`config.mk`:
```
export PLATFORM = sky130hd
export DESIGN_NAME = sphere_brush_voxel_sculpt_core_flat
export DESIGN_NICKNAME = d
export VERILOG_FILES = /design/src/sbvs_pkg.sv /design/src/sbvs_if.sv /design/src/sbvs_delta.sv /design/src/sbvs_sqrt_cell.sv /design/src/sbvs_shade.sv /design/src/sphere_brush_voxel_sculpt_core.sv /design/src/flat_wrapper.sv
export SDC_FILE = /design/constraint.sdc
export NUM_CORES = 2
export LEC_CHECK = 0
export BUFFER_PORTS_ARGS = -buffer_cell sky130_fd_sc_hd__clkbuf_2
export CORE_UTILIZATION = 44
export DETAILED_ROUTE_END_ITERATION = 8
export MAX_ROUTING_LAYER = met4
export SETUP_SLACK_MARGIN = 0.02
export SLEW_MARGIN = 20
export SYNTH_ARGS = -nofsm -noshare
export SYNTH_HDL_FRONTEND = slang
export SYNTH_HIERARCHICAL = 1
export SYNTH_SLANG_ARGS = --single-unit
```
`constraint.sdc`:
```
create_clock -name clock -period 9.2 [get_ports clock]
set_input_delay 1.84 -clock clock [delete_from_list [all_inputs] [get_ports clock]]
set_output_delay 1.84 -clock clock [all_outputs]
set_load 0.005 [all_outputs]
```
`src/sbvs_pkg.sv`:
```
// Shared constants, register codes and stage types of the sphere brush core.
`default_nettype none

package sbvs_pkg;

   // Grid edge in voxels; coordinates at or above it are outside the grid.
   localparam int unsigned GRID_EDGE = 32;

   localparam int COORD_W    = 5;
   localparam int DENS_W     = 8;
   localparam int CENTER_W   = 11;
   localparam int RADIUS_W   = 6;
   localparam int DIFF_W     = 12;   // 16*vox - center, signed
   localparam int SQ_W       = 22;   // one squared difference
   localparam int SUM_W      = 23;   // sum of three squares
   localparam int RAD_W      = 24;   // radicand, padded to an even width
   localparam int ROOT_W     = RAD_W / 2;
   localparam int REM_W      = ROOT_W + 2;
   localparam int SQRT_CELLS = ROOT_W;
   localparam int WEIGHT_W   = 6;    // soft weight 0..32
   localparam int CSR_IDX_W  = 3;
   localparam int CSR_DATA_W = 11;

   localparam logic [8:0] GRID_LIMIT = 9'(GRID_EDGE);

   typedef enum logic [CSR_IDX_W-1:0] {
      CSR_CENTER_X = 3'd0,
      CSR_CENTER_Y = 3'd1,
      CSR_CENTER_Z = 3'd2,
      CSR_RADIUS   = 3'd3,
      CSR_ADD_MODE = 3'd4
   } csr_index_type;

   typedef struct packed {
      logic signed [CENTER_W-1:0] center_x;
      logic signed [CENTER_W-1:0] center_y;
      logic signed [CENTER_W-1:0] center_z;
      logic [RADIUS_W-1:0]        radius;
      logic                       add_mode;
   } brush_type;

   // Data one square-root cell hands to the next.
   typedef struct packed {
      logic [RAD_W-1:0]  rad;
      logic [REM_W-1:0]  rem;
      logic [ROOT_W-1:0] root;
      logic [DENS_W-1:0] old_density;
      logic              in_grid;
   } slot_type;

endpackage

`default_nettype wire

```
`src/sbvs_if.sv`:
```
// Request and response channel interfaces of the sphere brush core.
`default_nettype none

interface sbvs_req_if;
   logic                        valid;
   logic                        ready;
   logic [sbvs_pkg::COORD_W-1:0] vox_x;
   logic [sbvs_pkg::COORD_W-1:0] vox_y;
   logic [sbvs_pkg::COORD_W-1:0] vox_z;
   logic [sbvs_pkg::DENS_W-1:0]  old_density;

   modport source (output valid, vox_x, vox_y, vox_z, old_density, input ready);
   modport sink   (input valid, vox_x, vox_y, vox_z, old_density, output ready);
endinterface

interface sbvs_rsp_if;
   logic                        valid;
   logic                        ready;
   logic [sbvs_pkg::DENS_W-1:0]  new_density;
   logic                        touched;

   modport source (output valid, new_density, touched, input ready);
   modport sink   (input valid, new_density, touched, output ready);
endinterface

`default_nettype wire

```
`src/sbvs_delta.sv`:
```
// Front stages: offsets to the centre, their squares, then the radicand.
`default_nettype none

module sbvs_delta (
   input  wire logic                clock,
   input  wire logic                reset,
   sbvs_req_if.sink                 req_chan,
   input  wire sbvs_pkg::brush_type brush,
   output logic                     out_valid,
   input  wire logic                out_ready,
   output sbvs_pkg::slot_type       out_slot
);

   localparam int DIFF_W = sbvs_pkg::DIFF_W;

   logic signed [sbvs_pkg::DIFF_W-1:0]   dx, dy, dz;
   logic signed [2*sbvs_pkg::DIFF_W-1:0] px, py, pz;
   logic                                 in_grid;

   logic                              s1_valid_ff;
   logic [sbvs_pkg::SQ_W-1:0]         sqx_ff, sqy_ff, sqz_ff;
   logic [sbvs_pkg::DENS_W-1:0]       s1_old_ff;
   logic                              s1_grid_ff;

   logic                              s2_valid_ff;
   logic [sbvs_pkg::SUM_W-1:0]        sum_ff;
   logic [sbvs_pkg::DENS_W-1:0]       s2_old_ff;
   logic                              s2_grid_ff;

   logic s2_ready, s1_ready;

   assign s2_ready       = !s2_valid_ff || out_ready;
   assign s1_ready       = !s1_valid_ff || s2_ready;
   assign req_chan.ready = s1_ready;

   always_comb begin
      dx = $signed({3'b000, req_chan.vox_x, 4'b0000}) - DIFF_W'(brush.center_x);
      dy = $signed({3'b000, req_chan.vox_y, 4'b0000}) - DIFF_W'(brush.center_y);
      dz = $signed({3'b000, req_chan.vox_z, 4'b0000}) - DIFF_W'(brush.center_z);
      px = dx * dx;
      py = dy * dy;
      pz = dz * dz;
      in_grid = ({4'b0000, req_chan.vox_x} < sbvs_pkg::GRID_LIMIT) &&
                ({4'b0000, req_chan.vox_y} < sbvs_pkg::GRID_LIMIT) &&
                ({4'b0000, req_chan.vox_z} < sbvs_pkg::GRID_LIMIT);
   end

   always_ff @(posedge clock) begin
      if (reset) begin
         s1_valid_ff <= 1'b0;
         s2_valid_ff <= 1'b0;
      end else begin
         if (s1_ready) s1_valid_ff <= req_chan.valid;
         if (s2_ready) s2_valid_ff <= s1_valid_ff;
      end
   end

   always_ff @(posedge clock) begin
      if (s1_ready && req_chan.valid) begin
         sqx_ff     <= px[sbvs_pkg::SQ_W-1:0];
         sqy_ff     <= py[sbvs_pkg::SQ_W-1:0];
         sqz_ff     <= pz[sbvs_pkg::SQ_W-1:0];
         s1_old_ff  <= req_chan.old_density;
         s1_grid_ff <= in_grid;
      end
      if (s2_ready && s1_valid_ff) begin
         sum_ff     <= sbvs_pkg::SUM_W'(sqx_ff) + sbvs_pkg::SUM_W'(sqy_ff)
                     + sbvs_pkg::SUM_W'(sqz_ff);
         s2_old_ff  <= s1_old_ff;
         s2_grid_ff <= s1_grid_ff;
      end
   end

   always_comb begin
      out_valid            = s2_valid_ff;
      out_slot.rad         = sbvs_pkg::RAD_W'(sum_ff);
      out_slot.rem         = '0;
      out_slot.root        = '0;
      out_slot.old_density = s2_old_ff;
      out_slot.in_grid     = s2_grid_ff;
   end

endmodule

`default_nettype wire

```
`src/sbvs_sqrt_cell.sv`:
```
// One cell of the square-root chain: resolves one root bit per pass.
`default_nettype none

module sbvs_sqrt_cell (
   input  wire logic               clock,
   input  wire logic               reset,
   input  wire logic               up_valid,
   output logic                    up_ready,
   input  wire sbvs_pkg::slot_type up_slot,
   output logic                    down_valid,
   input  wire logic               down_ready,
   output sbvs_pkg::slot_type      down_slot
);

   localparam int REM_W  = sbvs_pkg::REM_W;
   localparam int ROOT_W = sbvs_pkg::ROOT_W;
   localparam int RAD_W  = sbvs_pkg::RAD_W;

   logic                     valid_ff;
   sbvs_pkg::slot_type       slot_ff;
   sbvs_pkg::slot_type       slot_in;
   logic [REM_W+1:0]         rem_sh;
   logic [REM_W+1:0]         trial;

   assign up_ready = !valid_ff || down_ready;

   always_comb begin
      rem_sh  = {up_slot.rem, up_slot.rad[RAD_W-1 -: 2]};
      trial   = (REM_W + 2)'({up_slot.root, 2'b01});
      slot_in = up_slot;
      slot_in.rad = {up_slot.rad[RAD_W-3:0], 2'b00};
      if (rem_sh >= trial) begin
         slot_in.rem  = REM_W'(rem_sh - trial);
         slot_in.root = {up_slot.root[ROOT_W-2:0], 1'b1};
      end else begin
         slot_in.rem  = REM_W'(rem_sh);
         slot_in.root = {up_slot.root[ROOT_W-2:0], 1'b0};
      end
   end

   always_ff @(posedge clock) begin
      if (reset) begin
         valid_ff <= 1'b0;
      end else if (up_ready) begin
         valid_ff <= up_valid;
      end
   end

   always_ff @(posedge clock) begin
      if (up_ready && up_valid) slot_ff <= slot_in;
   end

   assign down_valid = valid_ff;
   assign down_slot  = slot_ff;

endmodule

`default_nettype wire

```
`src/sbvs_shade.sv`:
```
// Last stage: soft-edge weight, density limit and the response register.
`default_nettype none

module sbvs_shade (
   input  wire logic                clock,
   input  wire logic                reset,
   input  wire sbvs_pkg::brush_type brush,
   input  wire logic                up_valid,
   output logic                     up_ready,
   input  wire sbvs_pkg::slot_type  up_slot,
   sbvs_rsp_if.source               rsp_chan
);

   localparam int WEIGHT_W = sbvs_pkg::WEIGHT_W;
   localparam int DENS_W   = sbvs_pkg::DENS_W;

   logic signed [13:0]       dist16, outer, inner;
   logic signed [13:0]       diff;
   logic                     touched;
   logic [WEIGHT_W-1:0]      wn, mult;
   logic [13:0]              prod;
   logic [DENS_W-1:0]        lim, new_density;

   logic                     valid_ff;
   logic [DENS_W-1:0]        density_ff;
   logic                     touched_ff;

   assign up_ready = !valid_ff || rsp_chan.ready;

   always_comb begin
      dist16 = $signed({2'b00, up_slot.root});
      outer  = $signed({3'b000, ({1'b0, brush.radius} + 7'd1), 4'b0000});
      inner  = $signed({3'b000, {1'b0, brush.radius}, 4'b0000}) - 14'sd16;
      diff   = dist16 - inner;
      touched = up_slot.in_grid && (dist16 <= outer);
      wn    = (dist16 >= inner) ? WEIGHT_W'(diff) : '0;
      mult  = brush.add_mode ? (WEIGHT_W'(32) - wn) : wn;
      // times 255, then truncating divide by 32
      prod  = {mult, 8'h00} - 14'(mult);
      lim   = prod[12:5];
      new_density = up_slot.old_density;
      if (touched) begin
         if (brush.add_mode)
            new_density = (up_slot.old_density > lim) ? up_slot.old_density : lim;
         else
            new_density = (up_slot.old_density < lim) ? up_slot.old_density : lim;
      end
   end

   always_ff @(posedge clock) begin
      if (reset) begin
         valid_ff <= 1'b0;
      end else if (up_ready) begin
         valid_ff <= up_valid;
      end
   end

   always_ff @(posedge clock) begin
      if (up_ready && up_valid) begin
         density_ff <= new_density;
         touched_ff <= touched;
      end
   end

   assign rsp_chan.valid       = valid_ff;
   assign rsp_chan.new_density = density_ff;
   assign rsp_chan.touched     = touched_ff;

endmodule

`default_nettype wire

```
`src/sphere_brush_voxel_sculpt_core.sv`:
```
// Sphere brush voxel sculpt core: config registers and the full stage chain.
// Pipeline: 15 stage registers (2 offset/square, 12 square-root cells, 1 shading), in order.
// Throughput: one request per cycle; each stage has its own valid, bubbles collapse
//   and requests keep entering while a response waits until every stage is full.
// Reset (synchronous, active high) empties every stage; brush = centre 0, radius 1, remove.
`default_nettype none

module sphere_brush_voxel_sculpt_core (
   input  wire logic                               clock,
   input  wire logic                               reset,
   sbvs_req_if.sink                                req_chan,
   sbvs_rsp_if.source                              rsp_chan,
   input  wire logic                               csr_we,
   input  wire logic [sbvs_pkg::CSR_IDX_W-1:0]     csr_index,
   input  wire logic [sbvs_pkg::CSR_DATA_W-1:0]    csr_wdata
);

   localparam int CELLS = sbvs_pkg::SQRT_CELLS;

   // Brush registers; write them only while the core is idle (the core does not enforce it).
   sbvs_pkg::brush_type brush_ff;

   always_ff @(posedge clock) begin
      if (reset) begin
         brush_ff.center_x <= '0;
         brush_ff.center_y <= '0;
         brush_ff.center_z <= '0;
         brush_ff.radius   <= sbvs_pkg::RADIUS_W'(1);
         brush_ff.add_mode <= 1'b0;
      end else if (csr_we) begin
         unique case (sbvs_pkg::csr_index_type'(csr_index))
            sbvs_pkg::CSR_CENTER_X: brush_ff.center_x <= $signed(csr_wdata);
            sbvs_pkg::CSR_CENTER_Y: brush_ff.center_y <= $signed(csr_wdata);
            sbvs_pkg::CSR_CENTER_Z: brush_ff.center_z <= $signed(csr_wdata);
            sbvs_pkg::CSR_RADIUS:   brush_ff.radius   <= csr_wdata[sbvs_pkg::RADIUS_W-1:0];
            sbvs_pkg::CSR_ADD_MODE: brush_ff.add_mode <= csr_wdata[0];
            default: ;   // unused indexes are ignored
         endcase
      end
   end

   // Links of the chain: link 0 is the front output, link CELLS feeds shading.
   logic               link_valid [CELLS+1];
   logic               link_ready [CELLS+1];
   sbvs_pkg::slot_type link_slot  [CELLS+1];

   // Offsets, squares and their sum: two stages.
   sbvs_delta u_delta (
      .clock     (clock),
      .reset     (reset),
      .req_chan  (req_chan),
      .brush     (brush_ff),
      .out_valid (link_valid[0]),
      .out_ready (link_ready[0]),
      .out_slot  (link_slot[0])
   );

   // Square-root chain, one root bit per cell, most significant first.
   for (genvar i = 0; i < CELLS; i++) begin : g_cell
      sbvs_sqrt_cell u_cell (
         .clock      (clock),
         .reset      (reset),
         .up_valid   (link_valid[i]),
         .up_ready   (link_ready[i]),
         .up_slot    (link_slot[i]),
         .down_valid (link_valid[i+1]),
         .down_ready (link_ready[i+1]),
         .down_slot  (link_slot[i+1])
      );
   end

   // Distance now sits in the root field: weight, clamp, response register.
   sbvs_shade u_shade (
      .clock    (clock),
      .reset    (reset),
      .brush    (brush_ff),
      .up_valid (link_valid[CELLS]),
      .up_ready (link_ready[CELLS]),
      .up_slot  (link_slot[CELLS]),
      .rsp_chan (rsp_chan)
   );

endmodule

`default_nettype wire

```
`src/flat_wrapper.sv`:
```
// flat-port wrapper written by rule: the top's interface ports become plain ports
module sphere_brush_voxel_sculpt_core_flat 
  (clock, reset, csr_we, csr_index, csr_wdata, req_chan_valid, req_chan_vox_x, req_chan_vox_y, req_chan_vox_z, req_chan_old_density, req_chan_ready, rsp_chan_valid, rsp_chan_new_density, rsp_chan_touched, rsp_chan_ready);
  sbvs_req_if req_chan_i ();
  sbvs_rsp_if rsp_chan_i ();
  input  wire logic clock;
  input  wire logic reset;
  input  wire logic csr_we;
  input  wire logic [sbvs_pkg::CSR_IDX_W-1:0] csr_index;
  input  wire logic [sbvs_pkg::CSR_DATA_W-1:0] csr_wdata;
  input wire logic [$bits(req_chan_i.valid)-1:0] req_chan_valid;
  input wire logic [$bits(req_chan_i.vox_x)-1:0] req_chan_vox_x;
  input wire logic [$bits(req_chan_i.vox_y)-1:0] req_chan_vox_y;
  input wire logic [$bits(req_chan_i.vox_z)-1:0] req_chan_vox_z;
  input wire logic [$bits(req_chan_i.old_density)-1:0] req_chan_old_density;
  output wire logic [$bits(req_chan_i.ready)-1:0] req_chan_ready;
  output wire logic [$bits(rsp_chan_i.valid)-1:0] rsp_chan_valid;
  output wire logic [$bits(rsp_chan_i.new_density)-1:0] rsp_chan_new_density;
  output wire logic [$bits(rsp_chan_i.touched)-1:0] rsp_chan_touched;
  input wire logic [$bits(rsp_chan_i.ready)-1:0] rsp_chan_ready;
  assign req_chan_i.valid = req_chan_valid;
  assign req_chan_i.vox_x = req_chan_vox_x;
  assign req_chan_i.vox_y = req_chan_vox_y;
  assign req_chan_i.vox_z = req_chan_vox_z;
  assign req_chan_i.old_density = req_chan_old_density;
  assign req_chan_ready = req_chan_i.ready;
  assign rsp_chan_valid = rsp_chan_i.valid;
  assign rsp_chan_new_density = rsp_chan_i.new_density;
  assign rsp_chan_touched = rsp_chan_i.touched;
  assign rsp_chan_i.ready = rsp_chan_ready;
  sphere_brush_voxel_sculpt_core u_core (.clock(clock), .reset(reset), .req_chan(req_chan_i), .rsp_chan(rsp_chan_i), .csr_we(csr_we), .csr_index(csr_index), .csr_wdata(csr_wdata));
endmodule
```
==> flow_metrics.env <==
export IMPL_run_status="finished, violations left"
export IMPL_failed_checks="design-rule violations"
export IMPL_clkSinkCount=704
export IMPL_pwr_share_comb_pct=49.9
export IMPL_cellPowerDensity_mw_per_mm2=261
export IMPL_final_nets=5158
export IMPL_slew_violations=0
export IMPL_switching_share_pct=38.7
export IMPL_worst_path_max_delay_cell="xor2_1"
export IMPL_hp_class="reg2reg"
export IMPL_syn_area_mm2=0.0498
export IMPL_path_clk_slew_ns=0.06
export IMPL_grt_pass1_vias=30926
export IMPL_maxCapViolations=0
export IMPL_slew_headroom_pct=31.5
export IMPL_clock_skew_ns=0.0205
export IMPL_io_buffers=52
export IMPL_hpwl_um=76600
export IMPL_required_ns=9.57
export IMPL_wl_per_cell_um=16.2
export IMPL_post_route_min_period_ns=8.04
export IMPL_grt_max_degree=72
export IMPL_cts_root_buf="clkbuf_16"
export IMPL_cp_data_arrival_time_ns=8.41
export IMPL_cts_tree="yes"
export IMPL_criticalPathCategory="in2reg"
export IMPL_cts_setup_buffers=0
export IMPL_hold_depth=0
export IMPL_cts_max_level=3
export IMPL_rsz0062_at_grt="false"
export IMPL_p_leak_nw=23.0
export IMPL_cp_start_kind="input port"
export IMPL_pin_count=53
export IMPL_p_clk_share_pct=20.7
export IMPL_fill_cells=10185
export IMPL_area_delta_synth_final_pct=8.56
export IMPL_grt_busiest_layer="met2"
export IMPL_die_area_mm2=0.115
export IMPL_met1_usage_pct=22.3
export IMPL_critPathMaxStageDelay_ns=0.69
export IMPL_hold_viol=0
export IMPL_grt_pass1_wl_um=159000
export IMPL_final_core_util_pct=48.1
export IMPL_reg2reg_depth=25
export IMPL_ant_nets=0
export IMPL_fmax_mhz=124
export IMPL_place_congestion=0.888
export IMPL_clockBufferDepth=3
export IMPL_intPower_mw=8.64
export IMPL_postCtsHoldBufs=0
export IMPL_irDropWorstVdd_mv=0.298
export IMPL_drcViolationCount=2
export IMPL_clk_latency_ns=0.63
export IMPL_diodes=0
export IMPL_worst_slew_pin_slew_ns=1.03
export IMPL_drive_above_1_share_pct=10.8
export IMPL_whs_ns=0.404
export IMPL_numCtsBuffers=74
export IMPL_dr_pass1_iters=7
export IMPL_cts_resized=0
export IMPL_end_kind="flop"
export IMPL_chipHeight_um=339
export IMPL_coreArea_mm2=0.112
export IMPL_setup_viol=0
export IMPL_track_usage_pct=17.7
export IMPL_netlist_instances=4283
export IMPL_dieWidth_um=339
export IMPL_post_route_period_util_pct=87.4
export IMPL_antenna_found_initial=1
export IMPL_viasPerCell=5.01
export IMPL_initial_core_util_pct=44.4
export IMPL_switchingPower_mw=5.45
export IMPL_vias=29677
export IMPL_overflow=0
export IMPL_pwr_share_seq_pct=29.4
export IMPL_first_iter_violations=1604
export IMPL_rows=123
export IMPL_met2_usage_pct=30.4
export IMPL_grtUsageMet3_pct=1.96
export IMPL_fin_setup_tns_ns=0
export IMPL_cp_max_fo=6
export IMPL_yosysWarnings=6
export IMPL_avgSynthCellArea_um2=11.6
export IMPL_routed_wl_um=96200
layer usage:
layer,share of wire (%),vias up
met4,2.3,0
met1,45,14439
met2,50,417
li1,-,14683
met3,2.9,138
met5,0,-
power by group through the flow:
stage	clock, mW	sequential [mW]	combinational, mW
6_report	2.91	4.15	7.03
5_1_grt	3.12	4.16	8.04
4_1_cts	3.01	4.15	7.12
3_5_place_dp	0	4.21	7.07
3_3_place_gp	0	4.22	7.00
2_1_floorplan	0	4.15	5.41
area by class of cell:
cell class,count,area (µm²),share of cell area [%]
inverters,757,2850,5.26
flip-flops and latches,704,20600,38.1
clock inverters,40,369,0.682
clock buffers,97,2030,3.76
well taps,1500,1880,3.47
repair buffers,87,523,0.967
multi-input cells,2742,25900,47.8
placed cells by master (no fill, tap or decap), types with 15 or more instances in the layout:
cell,count
a211o_1,24
a211oi_1,21
a21o_1,85
a21oi_1,218
a21oi_2,23
a21oi_4,18
a31o_2,25
a31oi_1,19
and2_1,27
and3_1,19
and4_1,15
buf_4,35
clkbuf_1,17
clkbuf_16,77
clkbuf_2,52
clkinv_1,22
conb_1,31
dfxtp_1,55
edfxtp_1,649
fa_1,357
ha_1,393
inv_1,734
mux2_4,78
mux2i_1,52
nand2_1,182
nand2b_1,110
nand3_1,42
nand4_1,32
nand4b_1,16
nor2_1,291
nor2b_1,40
nor3_1,29
o21a_1,19
o21ai_0,73
o21ai_1,37
o21bai_1,19
xnor2_1,175
xor2_1,80
per-stage QoR:
step	setup WS, ns	instances	power (mW)	cell area, µm²
4_1_cts	1.26	5927	14.3	54100
6_report	1.16	5927	14.1	54100
3_5_place_dp	0.593	5790	11.3	51700
2_1_floorplan	1.27	4312	9.56	49900
3_3_place_gp	0.706	5790	11.2	51700
5_1_grt	0.783	5927	15.3	54100
state kept, by name, indices dropped and copies added (netlist names):
| name | cells |
|---|---|
| u_core/u_delta/sum_ff | 23 |
| u_core/u_delta/sqy_ff | 21 |
| u_core/u_delta/s1_old_ff | 8 |
| u_core/g_cell.u_cell/down_slot | 538 |
| u_core/u_delta/s1_valid_ff | 1 |
| u_core/g_cell.u_cell/down_valid | 12 |
| u_core/u_delta/sqz_ff | 21 |
| u_core/u_shade/rsp_chan.touched | 1 |
| u_core/u_delta/s2_old_ff | 8 |
| u_core/u_delta/sqx_ff | 21 |
| u_core/u_shade/rsp_chan.valid | 1 |
| u_core/u_delta/out_valid | 1 |
| u_core/brush_ff | 40 |
| u_core/u_shade/rsp_chan.new_density | 8 |
worst max-delay path, delay by kind of cell:
family | cells | cell delay, ns
adder cells (fa/ha/maj) | 7 | 3.21
AO/OA/AOI/OAI | 6 | 1.13
AND/OR/NAND/NOR | 4 | 1.04
XOR/XNOR | 2 | 0.84
buffers and inverters | 6 | 0.35
path summary, 6_finish.rpt:
path,startpoint,end,slack [ns]
worst max register to register,u_core/brush_ff[18],u_core/u_delta/sqy_ff[20],1.61
worst min-delay path,u_core/g_cell[0].u_cell/down_slot[43],u_core/g_cell[1].u_cell/down_slot[45],0.40
worst min register to register,u_core/g_cell[0].u_cell/down_slot[43],u_core/g_cell[1].u_cell/down_slot[45],0.40
worst max-delay path,req_chan_vox_y[0],u_core/u_delta/sqy_ff[20],1.16
No activity file was read; power rests on OpenSTA's default activity.
